### config.mk
export PLATFORM = sky130hd
export DESIGN_NAME = timestamped_entry_priority_table_top
export DESIGN_NICKNAME = d
export VERILOG_FILES = /design/src/design/tept_pkg.sv /design/src/design/timestamped_entry_priority_table_top.sv /design/src/design/tept_front.sv /design/src/design/tept_back.sv
export SDC_FILE = /design/constraint.sdc
export NUM_CORES = 1
export LEC_CHECK = 0
export BUFFER_PORTS_ARGS = -buffer_cell sky130_fd_sc_hd__buf_2
export CAP_MARGIN = 20
export CORE_AREA = 2 2 298 329
export CTS_CLUSTER_DIAMETER = 60
export DETAILED_ROUTE_END_ITERATION = 8
export DIE_AREA = 0 0 300 331
export PLACE_DENSITY = 0.83
export SETUP_SLACK_MARGIN = 0.15
export SLEW_MARGIN = 0
export SYNTH_ARGS = -nofsm -noshare
export SYNTH_HDL_FRONTEND = slang
export SYNTH_SLANG_ARGS = --single-unit
### constraint.sdc
create_clock -name clk -period 10.5 [get_ports clk]
set_input_delay 2.625 -clock clk [delete_from_list [all_inputs] [get_ports clk]]
set_output_delay 2.625 -clock clk [all_outputs]
set_load 0.01 [all_outputs]
### src/design/tept_pkg.sv
`timescale 1ns / 1ps
// ----------------------------------------------------------------------------
// tept_pkg
// Types, constants and helper functions shared by the entry table modules.
// ----------------------------------------------------------------------------
package tept_pkg;

  localparam int CAPACITY    = 16;
  localparam int SLOT_W      = $clog2(CAPACITY);
  localparam int CNT_W       = $clog2(CAPACITY + 1);
  localparam int MAX_RESULTS = 16;
  localparam int STAMP_W     = 34;
  localparam int QDEPTH      = 2;

  // Operation codes.
  typedef enum logic [2:0] {
    OP_INSERT    = 3'd0,
    OP_COUNT     = 3'd1,
    OP_EARLIEST  = 3'd2,
    OP_DEL_FIRST = 3'd3,
    OP_DEL_OWNER = 3'd4,
    OP_CLEAR     = 3'd5,
    OP_LIST      = 3'd6,
    OP_NONE      = 3'd7
  } op_t;

  // Result status codes.
  localparam logic [1:0] ST_OK      = 2'd0;
  localparam logic [1:0] ST_FULL    = 2'd1;
  localparam logic [1:0] ST_EMPTY   = 2'd2;
  localparam logic [1:0] ST_INVALID = 2'd3;

  typedef struct packed {
    logic [2:0]  kind;
    logic [15:0] owner_id;
    logic [13:0] year;
    logic [3:0]  month;
    logic [4:0]  day;
    logic [4:0]  hour;
    logic [5:0]  minute;
  } in_item_t;

  typedef struct packed {
    logic [1:0]  status;
    logic [4:0]  tally;
    logic [15:0] entry_owner;
    logic [13:0] entry_year;
    logic [3:0]  entry_month;
    logic [4:0]  entry_day;
    logic [4:0]  entry_hour;
    logic [5:0]  entry_minute;
    logic        last;
  } out_item_t;

  // Classified command handed from the front end to the back end.
  typedef struct packed {
    op_t                  op;
    logic                 bad;
    logic [15:0]          owner;
    logic [STAMP_W-1:0]   stamp;
  } cmd_t;

  // Days in a month, month 1 to 12, leap handled by the caller.
  function automatic logic [4:0] month_len(input logic [3:0] mo);
    logic [4:0] len;
    unique case (mo)
      4'd2:                          len = 5'd28;
      4'd4, 4'd6, 4'd9, 4'd11:       len = 5'd30;
      default:                       len = 5'd31;
    endcase
    return len;
  endfunction

endpackage

### src/design/timestamped_entry_priority_table_top.sv
`timescale 1ns / 1ps
// ----------------------------------------------------------------------------
// timestamped_entry_priority_table_top
// Table of owner/date-time entries with earliest-first access.
//
//   Port group   Direction  Handshake           Payload
//   in_*         input      in_valid/in_stall   in_item_t
//   out_*        output     out_valid/out_stall out_item_t
//   cfg_*        input      cfg_we              capacity limit (5 bits)
//
// Every operation walks all 16 slots, one slot a cycle; list all repeats the
// walk per result. Synchronous active-low reset empties the table and sets
// the limit to 16. A two-entry command queue keeps input transfers flowing
// while a result waits on out_stall.
// ----------------------------------------------------------------------------
module timestamped_entry_priority_table_top import tept_pkg::*; (
  input  logic      clk,
  input  logic      rst_n,
  input  logic      in_valid,
  output logic      in_stall,
  input  in_item_t  in_data,
  output logic      out_valid,
  input  logic      out_stall,
  output out_item_t out_data,
  input  logic      cfg_we,
  input  logic [4:0] cfg_data
);

  logic [4:0] limit_r;
  logic       cmd_valid, cmd_take;
  cmd_t       cmd_data;

  // Capacity limit register.
  always_ff @(posedge clk) begin
    if (!rst_n) limit_r <= 5'd16;
    else if (cfg_we) limit_r <= cfg_data;
  end

  tept_front u_front (
    .clk, .rst_n, .in_valid, .in_stall, .in_data,
    .cmd_valid, .cmd_take, .cmd_data
  );

  tept_back u_back (
    .clk, .rst_n, .cfg_limit(limit_r), .cmd_valid, .cmd_take, .cmd_data,
    .out_valid, .out_stall, .out_data
  );

endmodule

### src/design/tept_front.sv
`timescale 1ns / 1ps
// ----------------------------------------------------------------------------
// tept_front
// Accepts operations, checks date and time, and queues classified commands.
// ----------------------------------------------------------------------------
module tept_front import tept_pkg::*; (
  input  logic     clk,
  input  logic     rst_n,
  input  logic     in_valid,
  output logic     in_stall,
  input  in_item_t in_data,
  output logic     cmd_valid,
  input  logic     cmd_take,
  output cmd_t     cmd_data
);

  // Leap year test: the year is at most 14 bits, so year / 100 comes from a
  // reciprocal multiplication, exact over that range. Divisibility by 400 is
  // divisibility by 100 with a quotient that is a multiple of four.
  logic [13:0] yr;
  logic [26:0] prod;
  logic [7:0]  q100;
  logic        div100;
  logic        leap, date_ok, time_ok;
  logic [4:0]  len;
  cmd_t        cmd;

  always_comb begin
    yr     = in_data.year;
    prod   = 27'(yr) * 27'(13'd5243);
    q100   = prod[26:19];
    div100 = ((15'(q100) * 15'd100) == {1'b0, yr});
    leap   = ((yr[1:0] == 2'd0) && !div100) || (div100 && (q100[1:0] == 2'd0));
    len  = month_len(in_data.month) +
           5'((in_data.month == 4'd2) && leap);
    date_ok = (yr != 14'd0) && (in_data.month >= 4'd1) && (in_data.month <= 4'd12) &&
              (in_data.day != 5'd0) && (in_data.day <= len);
    time_ok = (in_data.hour <= 5'd23) && (in_data.minute <= 6'd59);
    cmd.op    = op_t'(in_data.kind);
    cmd.owner = in_data.owner_id;
    cmd.stamp = {in_data.year, in_data.month, in_data.day, in_data.hour, in_data.minute};
    cmd.bad   = (cmd.op == OP_INSERT) ? !(date_ok && time_ok) :
                (cmd.op == OP_COUNT)  ? !date_ok : 1'b0;
  end

  // Two-entry command queue.
  cmd_t       q_r [QDEPTH];
  logic [1:0] cnt_r, cnt_nxt;
  logic       wr_ptr_r, rd_ptr_r;
  logic       push, pop;

  assign in_stall  = (cnt_r == 2'(QDEPTH));
  assign push      = in_valid && !in_stall;
  assign cmd_valid = (cnt_r != 2'd0);
  assign pop       = cmd_valid && cmd_take;
  assign cmd_data  = q_r[rd_ptr_r];

  always_comb begin
    cnt_nxt = cnt_r + 2'(push) - 2'(pop);
  end

  always_ff @(posedge clk) begin
    if (!rst_n) begin
      cnt_r    <= 2'd0;
      wr_ptr_r <= 1'b0;
      rd_ptr_r <= 1'b0;
    end else begin
      cnt_r <= cnt_nxt;
      if (push) wr_ptr_r <= !wr_ptr_r;
      if (pop)  rd_ptr_r <= !rd_ptr_r;
    end
  end

  always_ff @(posedge clk) begin
    if (push) q_r[wr_ptr_r] <= cmd;
  end

endmodule

### src/design/tept_back.sv
`timescale 1ns / 1ps
// ----------------------------------------------------------------------------
// tept_back
// Holds the slots and carries out commands, one slot visited per cycle.
// ----------------------------------------------------------------------------
module tept_back import tept_pkg::*; (
  input  logic        clk,
  input  logic        rst_n,
  input  logic [4:0]  cfg_limit,
  input  logic        cmd_valid,
  output logic        cmd_take,
  input  cmd_t        cmd_data,
  output logic        out_valid,
  input  logic        out_stall,
  output out_item_t   out_data
);

  typedef enum logic [3:0] {
    S_IDLE = 4'b0001,
    S_SCAN = 4'b0010,
    S_DONE = 4'b0100,
    S_EMIT = 4'b1000
  } state_t;

  // Slot storage: used bits reset, payload undefined until written.
  logic [CAPACITY-1:0] used_r;
  logic [15:0]         owner_r [CAPACITY];
  logic [STAMP_W-1:0]  stamp_r [CAPACITY];
  logic [CNT_W-1:0]    count_r;

  state_t              state_r;
  cmd_t                cmd_r;
  logic [SLOT_W:0]     idx_r;
  logic [CAPACITY-1:0] done_r;
  logic                have_r;
  logic [SLOT_W-1:0]   best_r;
  logic                free_r;
  logic [SLOT_W-1:0]   free_idx_r;
  logic [CNT_W-1:0]    tally_r;
  logic [4:0]          emitted_r;
  logic [4:0]          total_r;
  out_item_t           out_r;
  logic                out_v_r;

  logic [SLOT_W-1:0]   i;
  logic                live, better, out_free, more;
  out_item_t           res;

  assign i        = idx_r[SLOT_W-1:0];
  assign live     = used_r[i] && !done_r[i];
  assign better   = live && (!have_r || (stamp_r[i] < stamp_r[best_r]));
  assign out_free = !out_v_r || !out_stall;
  assign cmd_take = (state_r == S_IDLE) && cmd_valid;
  assign out_valid = out_v_r;
  assign out_data  = out_r;
  assign more      = (cmd_r.op == OP_LIST) && have_r && !res.last;

  // Result assembled at the end of a scan.
  always_comb begin
    res = '0;
    res.last = 1'b1;
    unique case (cmd_r.op)
      OP_INSERT: begin
        if (cmd_r.bad) res.status = ST_INVALID;
        else if (count_r >= CNT_W'(cfg_limit) || !free_r) res.status = ST_FULL;
      end
      OP_COUNT: begin
        if (cmd_r.bad) res.status = ST_INVALID;
        else res.tally = 5'(tally_r);
      end
      OP_EARLIEST, OP_DEL_FIRST, OP_LIST: begin
        if (!have_r) res.status = ST_EMPTY;
        else begin
          res.tally        = 5'(cmd_r.op == OP_DEL_FIRST);
          res.entry_owner  = owner_r[best_r];
          {res.entry_year, res.entry_month, res.entry_day, res.entry_hour,
           res.entry_minute} = stamp_r[best_r];
          if (cmd_r.op == OP_LIST)
            res.last = (emitted_r + 5'd1 == total_r) || (emitted_r == 5'(MAX_RESULTS - 1));
        end
      end
      OP_DEL_OWNER, OP_CLEAR: res.tally = 5'(tally_r);
      default: ;
    endcase
  end

  // Sequencer: scan all slots, then finish the command and emit its result; a list rescans for each further result.
  always_ff @(posedge clk) begin
    if (!rst_n) begin
      state_r <= S_IDLE;
      used_r  <= '0;
      count_r <= '0;
      out_v_r <= 1'b0;
    end else begin
      if (out_v_r && !out_stall && state_r != S_DONE) out_v_r <= 1'b0;
      unique case (state_r)
        S_IDLE: begin
          if (cmd_valid) begin
            cmd_r     <= cmd_data;
            idx_r     <= '0;
            done_r    <= '0;
            have_r    <= 1'b0;
            free_r    <= 1'b0;
            tally_r   <= '0;
            emitted_r <= '0;
            total_r   <= 5'(count_r > CNT_W'(MAX_RESULTS) ? CNT_W'(MAX_RESULTS) : count_r);
            state_r   <= S_SCAN;
          end
        end
        S_SCAN: begin
          if (better) begin
            have_r <= 1'b1;
            best_r <= i;
          end
          if (!used_r[i] && !free_r) begin
            free_r     <= 1'b1;
            free_idx_r <= i;
          end
          unique case (cmd_r.op)
            OP_COUNT:
              if (used_r[i] && stamp_r[i][STAMP_W-1:11] == cmd_r.stamp[STAMP_W-1:11])
                tally_r <= tally_r + 1'b1;
            OP_DEL_OWNER:
              if (used_r[i] && owner_r[i] == cmd_r.owner) begin
                tally_r   <= tally_r + 1'b1;
                used_r[i] <= 1'b0;
                count_r   <= count_r - 1'b1;
              end
            OP_CLEAR:
              if (used_r[i]) begin
                tally_r   <= tally_r + 1'b1;
                used_r[i] <= 1'b0;
              end
            default: ;
          endcase
          if (idx_r == (SLOT_W+1)'(CAPACITY - 1)) state_r <= S_DONE;
          idx_r <= idx_r + 1'b1;
        end
        S_DONE: begin
          if (out_free) begin
            out_r   <= res;
            out_v_r <= 1'b1;
            state_r <= more ? S_SCAN : S_IDLE;
            unique case (cmd_r.op)
              OP_INSERT:
                if (res.status == ST_OK) begin
                  used_r[free_idx_r] <= 1'b1;
                  count_r <= count_r + 1'b1;
                end
              OP_DEL_FIRST:
                if (have_r) begin
                  used_r[best_r] <= 1'b0;
                  count_r <= count_r - 1'b1;
                end
              OP_CLEAR: count_r <= '0;
              OP_LIST:
                if (more) begin
                  done_r[best_r] <= 1'b1;
                  emitted_r      <= emitted_r + 5'd1;
                  have_r         <= 1'b0;
                  idx_r          <= '0;
                end
              default: ;
            endcase
          end
        end
        default: state_r <= S_IDLE;
      endcase
    end
  end

  // Slot payload write on a successful insert.
  always_ff @(posedge clk) begin
    if (state_r == S_DONE && out_free && cmd_r.op == OP_INSERT && res.status == ST_OK) begin
      owner_r[free_idx_r] <= cmd_r.owner;
      stamp_r[free_idx_r] <= cmd_r.stamp;
    end
  end

endmodule
==> flow_metrics.py, run 1 <==
metrics = {
    "critical_path": {
        "worstReg2RegEnd": "u_back.best_r[1]$_DFFE_PP_",
        "endpoint_kind": "register",
        "r2r_cells": 15,
        "path_class": "in -> reg",
        "cp.arrival_ns": 10.81,
        "regToRegSetupSlack_ns": 4.34,
        "crit_slowest_cell": "fa_1",
        "crit_required_ns": 10.91,
        "slowest_delay_ns": 0.55,
        "cp-start-kind": "input pin",
        "critPathMaxFanout": 4,
    },
    "detailed_routing": {
        "met1_length_mm": 48.8,
        "avgViaCountPerCell": 6.86,
        "wirelength_mm": 145,
        "drtIter0Drc": 4608,
        "routed.top_layer": "met5",
        "routed-via-count": 31700,
        "first_pass_iters": 6,
        "dr_wl_met3_mm": 16.2,
        "antenna_left": 0,
        "wl_per_cell_um": 31.3,
        "drcViolationCount": 0,
        "dr_wl_met2_mm": 72.4,
    },
    "place": {
        "io_buffers": 122,
        "dp_hpwl_mm": 80.9,
        "gp_congestion": 0.875,
        "place_area_mm2": 0.0570,
    },
    "sta": {
        "post-route-period-util": 0.990,
        "setup_viol": 0,
        "period_minus_slack_ns": 10.39,
        "fmax_mhz": 96.2,
        "relSlewSlack": 0.202,
        "whs_ns": 0.476,
        "finalSetupTns_ns": 0,
        "clock_skew_ns": 0.0323,
        "final_max_slew_viol_count": 0,
        "rsz0062_at_grt": "true",
        "tightestPinTransition_ns": 1.20,
        "hold_viol": 0,
    },
    "cells_and_area": {
        "drive_gt1_frac": 0.318,
        "fin_nets": 3564,
        "area_growth_pct": 12.5,
        "fin_area_mm2": 0.0610,
        "final_core_util": 0.638,
    },
    "logic_synthesis": {
        "ys.flop_type": "edfxtp_1",
        "yosys.area.top_type": "edfxtp_1",
        "async_flop_share": 0,
        "synth-edff-count": 1066,
        "post-synth-top-count-cell": "edfxtp_1",
        "synth_top_area_share": 0.590,
        "synth_area_mm2": 0.0543,
        "yosysUniqueCellTypes": 66,
        "synthCells": 3034,
        "yosys_warnings": 0,
        "ys_seq_area_frac": 0.606,
        "yosys-top-cells-count": "edfxtp_1, mux4_2, inv_1, ha_1, nor2_1",
        "syn_area_per_cell_um2": 17.9,
        "synth_seq_cells": 1108,
        "ys_top_cells_by_area": "edfxtp_1, mux4_2, ha_1",
    },
    "die": {
        "die_h_um": 331,
        "rows": 119,
        "ios": 123,
        "die_x_um": 300,
        "initial_core_util": 0.568,
        "fp.dieArea_mm2": 0.0993,
        "core_mm2": 0.0956,
    },
    "global_routing": {
        "track_usage": 0.292,
        "first_global_vias": 32600,
        "grt_max_degree": 150,
        "antenna_found_initial": 11,
        "gr-total-overflow": 0,
        "grt_pass1_wl_mm": 211,
    },
    "cts": {
        "cts_buffer_depth": 3,
        "cts_max_level": 3,
        "tritoncts": "done",
        "cts_sinks": 1108,
        "clk_pin_slew_ns": 0.06,
        "cts_buffers": 105,
        "hold_buffers": 0,
        "clkLatencyLatePin_ns": 0.70,
        "ctsRootBufferMaster": "clkbuf_16",
    },
    "power": {
        "p_leak_nw": 20.9,
        "p_per_area_mw_per_mm2": 257,
        "peakVddDrop_uv": 420,
    },
    "min_path": {
        "whs_path_depth": 2,
        "holdPathEnd": "u_back.used_r[14]$_SDFFE_PN0P_",
        "hold_path.startpoint": "u_back.used_r[14]$_SDFFE_PN0P_",
        "hold_path_class": "reg -> reg",
    },
    "flow_run": {
        "maxCapViolCount": 0,
    },
    "status": {
        "run_status": "finished, final reports clean",
    },
}
[per-stage QoR]
step	worst slack (ns)	total power, mW	instances
floorplan	0.181	9.54	3036
CTS	0.155	15.3	4605
global placement	-0.411	11.1	4404
global route	-0.247	16.4	4614
detailed placement	-0.568	11.2	4404
finish	0.106	15.7	4614
[flip-flops by register name, indices dropped and copies added, names as in the netlist, 2 cells and up, named ones only]
signal / flops
u_front.cnt_r: 2
u_back.tally_r: 5
u_back.out_data: 58
u_back.stamp_r: 544
u_back.done_r: 16
u_back.owner_r: 256
u_front.q_r: 108
u_back.emitted_r: 5
u_back.total_r: 5
u_back.state_r: 3
u_back.free_idx_r: 4
u_back.count_r: 5
u_back.best_r: 4
u_back.used_r: 16
limit_r: 5
u_back.cmd_r: 54
u_back.idx_r: 5
[cell usage in the layout (no fill, tap or decap), types with 15 or more instances in the layout]
cell       count
nor3_1        21
a22oi_1       19
nand3_1       21
mux4_2       471
xor2_1        38
fa_1          63
clkbuf_1      34
ha_1         160
nand2_1      104
mux2i_1       67
o21ai_0       25
nor2b_1       17
inv_1        177
clkbuf_16    108
mux2_2        76
ha_4          22
nand4_1       20
and2_1        29
a21oi_1       65
buf_4        138
a21o_1        15
edfxtp_1    1066
buf_2        114
xnor2_1       54
dfxtp_1       33
nor2_1       104
clkinv_1      16
[power breakdown]
group	internal, mW	switching (mW)	total [mW]
clock	2.19	1.68	3.87
sequential	5.27	0.414	5.68
combinational	3.01	3.13	6.14
total	10.5	5.23	15.7
[layout make-up]
| cell class | instances | area [um^2] |
|---|---|---|
| tap | 1270 | 1590 |
| inverter | 193 | 729 |
| multi-input combinational | 1575 | 20500 |
| fill | 6117 | 34600 |
| timing repair buffer | 266 | 1810 |
| antenna | 4 | 10.0 |
| sequential | 1108 | 32900 |
| clock inverter | 54 | 619 |
| clock buffer | 144 | 2860 |
[critical path: cells and delay by family]
kind | cells | cell delay, ns
fa+ha+maj | 11 | 3.86
compound gates | 14 | 2.21
simple gates | 9 | 1.03
buf+inv | 8 | 0.73
xor+xnor | 2 | 0.34
[how the worst max path moves through the flow]
stage | end | start | cells past startpoint | slack [ns]
after floorplan | u_front.q_r[0][50]$_DFFE_PP_ | in_data[25] | 41 | 0.18
after global placement | u_front.q_r[0][50]$_DFFE_PP_ | in_data[30] | 45 | -0.41
after detailed placement | u_front.q_r[0][50]$_DFFE_PP_ | in_data[28] | 42 | -0.57
after CTS | u_front.q_r[0][50]$_DFFE_PP_ | in_data[30] | 45 | 0.16
after global routing | u_front.q_r[0][50]$_DFFE_PP_ | in_data[30] | 44 | -0.25
final | u_front.q_r[0][50]$_DFFE_PP_ | in_data[29] | 44 | 0.11
[cells by family after synthesis]
| group | after synthesis | share of synthesized area |
|---|---|---|
| fa+ha+maj | 252 | 0.0673 |
| mux | 617 | 0.225 |
| xor+xnor | 95 | 0.0153 |
| buf+inv | 353 | 0.0263 |
| other cells | 1 | 0.0000691 |
| compound gates | 212 | 0.0254 |
| simple gates | 396 | 0.0350 |
| flops | 1108 | 0.606 |
[metal layers]
metal  global-route usage  vias to the layer above
met4                0.139                        8
met2                0.490                     2417
met3               0.0518                      466
met1                0.373                    16100
met5                    0                        -
li1                     -                    12600
[what timing repair did]
action,CTS,global route
setup buffers,3,4
pin swaps,13,75
setup endpoints to repair,2,2
gates resized for setup,9,75
Note: power is estimated with default switching activity, not from simulation.
==> run 2, diff against run 1 <==
--- a/config.mk
+++ b/config.mk
@@ -12,6 +12,7 @@
 export DETAILED_ROUTE_END_ITERATION = 8
 export DIE_AREA = 0 0 300 331
 export PLACE_DENSITY = 0.83
+export RECOVER_POWER = 100
 export SETUP_SLACK_MARGIN = 0.15
 export SLEW_MARGIN = 0
 export SYNTH_ARGS = -nofsm -noshare
==> flow_metrics.py, run 2 (same netlist as run 1, synthesis figures left out) <==
metrics = {
    "status": {
        "run_status": "finished, violations left",
        "failed_checks": "capacitance limit, slew limit",
    },
    "sta": {
        "final_max_slew_viol_count": 56,
        "fmax_mhz": 96.1,
        "hold_viol": 0,
        "setup_viol": 0,
        "finalSetupTns_ns": 0,
        "relSlewSlack": -1.44,
        "rsz0062_at_grt": "true",
        "period_minus_slack_ns": 10.41,
        "setup_ws_ns": 0.0900,
        "post-route-period-util": 0.991,
        "clock_skew_ns": 0.0298,
        "tightestPinTransition_ns": 3.66,
    },
    "cts": {
        "ctsRootBufferMaster": "clkbuf_16",
        "clk_pin_slew_ns": 0.06,
        "clkLatencyLatePin_ns": 0.70,
        "cts_sinks": 1108,
        "tritoncts": "done",
        "cts_buffers": 105,
        "cts_buffer_depth": 3,
        "cts_max_level": 3,
        "hold_buffers": 0,
    },
    "critical_path": {
        "crit_buf_inv": 8,
        "cp-start-kind": "input pin",
        "crit_required_ns": 10.91,
        "slowest_delay_ns": 0.55,
        "crit_slowest_cell": "fa_1",
        "critPathTopFamily": "adder cells",
        "endpoint_kind": "register",
        "cp.arrival_ns": 10.82,
        "critPathMaxFanout": 4,
        "path_class": "in -> reg",
    },
    "cells_and_area": {
        "drive_gt1_frac": 0.301,
        "mostFrequentLayoutCell": "edfxtp_1",
        "area_growth_pct": 12.4,
        "fin_area_mm2": 0.0610,
        "regArea_mm2": 0.0329,
        "largest_reg_flops": 544,
        "fin_nets": 3564,
        "final_cell_mix": "edfxtp_1, mux4_2, inv_1",
        "stdcell_count": 4614,
        "top_regs": "u_back.stamp_r (544), u_back.owner_r (256), u_front.q_r (108)",
        "multi_input_area_mm2": 0.0205,
        "top_register": "u_back.stamp_r",
        "fill_cells": 6132,
    },
    "place": {
        "place_inst": 4404,
        "gp_congestion": 0.875,
        "io_buffers": 122,
        "place_area_mm2": 0.0570,
        "dp_hpwl_mm": 80.9,
        "post-place-ws_ns": -0.568,
    },
    "die": {
        "initial_core_util": 0.568,
        "fp.dieArea_mm2": 0.0993,
        "core_mm2": 0.0956,
        "die_h_um": 331,
        "die_x_um": 300,
        "rows": 119,
        "ios": 123,
    },
    "global_routing": {
        "grt_max_degree": 150,
        "antenna_found_initial": 13,
        "track_usage": 0.292,
        "grt_pass1_wl_mm": 211,
        "first_global_vias": 32600,
        "gr-total-overflow": 0,
    },
    "min_path": {
        "hold_path_class": "reg -> reg",
    },
    "power": {
        "p_sw_mw": 5.23,
        "clock_power_share": 0.247,
        "peakVddDrop_uv": 419,
        "comb_power_share": 0.391,
        "p_sw_frac": 0.333,
        "pwr-share-seq": 0.362,
        "p_total_mw": 15.7,
        "internal_power_mw": 10.5,
        "p_leak_nw": 20.8,
        "p_per_area_mw_per_mm2": 257,
    },
    "detailed_routing": {
        "avgViaCountPerCell": 6.89,
        "first_pass_iters": 6,
        "drtIter0Drc": 4547,
        "antenna_left": 0,
        "wl_per_cell_um": 31.4,
        "routed-via-count": 31800,
        "wirelength_mm": 145,
        "drcViolationCount": 0,
    },
    "flow_run": {
        "maxCapViolCount": 1,
    },
}
run 2: timing repair:
item / in CTS / in global routing
setup endpoints to repair: 2 / 2
hold endpoints to repair: 0 / 0
gates resized for setup: 9 / 75
buffers inserted: 3 / 4
pin swaps: 13 / 75
run 2: area by class of cell:
cell class                      count  share of cell area
Clock inverter                     54              0.0102
Inverter                          193              0.0120
Timing Repair Buffer              266              0.0292
Clock buffer                      144              0.0469
Antenna cell                        4            0.000164
Multi-Input combinational cell   1575               0.336
Sequential cell                  1108               0.539
Tap cell                         1270              0.0261
run 2: metrics by stage:
stage	hold slack, ns	utilization
6_report	0.474	0.638
5_1_grt	0.502	0.638
4_1_cts	0.477	0.634
3_5_place_dp	0.468	0.597
3_3_place_gp	0.456	0.597
2_1_floorplan	0.443	-
run 2: worst paths after layout:
check	startpoint	end	slack [ns]	depth (start not counted)
worst max register to register	register	u_back.tally_r[4]$_SDFFCE_PN0P_	4.33	9
worst min register to register	u_back.used_r[15]$_SDFFE_PN0P_	u_back.used_r[15]$_SDFFE_PN0P_	0.47	2
worst min-delay path	u_back.used_r[15]$_SDFFE_PN0P_	u_back.used_r[15]$_SDFFE_PN0P_	0.47	2
worst max-delay path	in_data[29]	u_front.q_r[0][50]$_DFFE_PP_	0.09	44
run 2: power by group through the flow:
| stage | Clock, mW | Sequential [mW] | Combinational (mW) |
|---|---|---|---|
| 2_1_floorplan | 0 | 5.52 | 4.02 |
| 3_3_place_gp | 0 | 5.73 | 5.38 |
| 3_5_place_dp | 0 | 5.74 | 5.50 |
| 4_1_cts | 3.89 | 5.66 | 5.73 |
| 5_1_grt | 4.04 | 5.71 | 6.62 |
| 6_report | 3.87 | 5.68 | 6.13 |
run 2: worst reg2reg max path: stages, from the launching register on:
cell	delay (ns)
dfxtp_4	0.63
buf_4	0.85
buf_4	0.74
mux4_2	0.64
mux4_2	0.55
xnor2_1	0.24
nand4_1	0.29
nor4_1	0.76
nand2_1	0.38
a21oi_1	0.71
run 2: metal layers:
layer | track usage | vias up | wire length [um]
met3 | 0.0518 | 492 | 15700
met1 | 0.373 | 16200 | 49500
li1 | - | 12600 | -
met5 | 0 | - | 63
met4 | 0.139 | 10 | 7370
met2 | 0.490 | 2464 | 72100
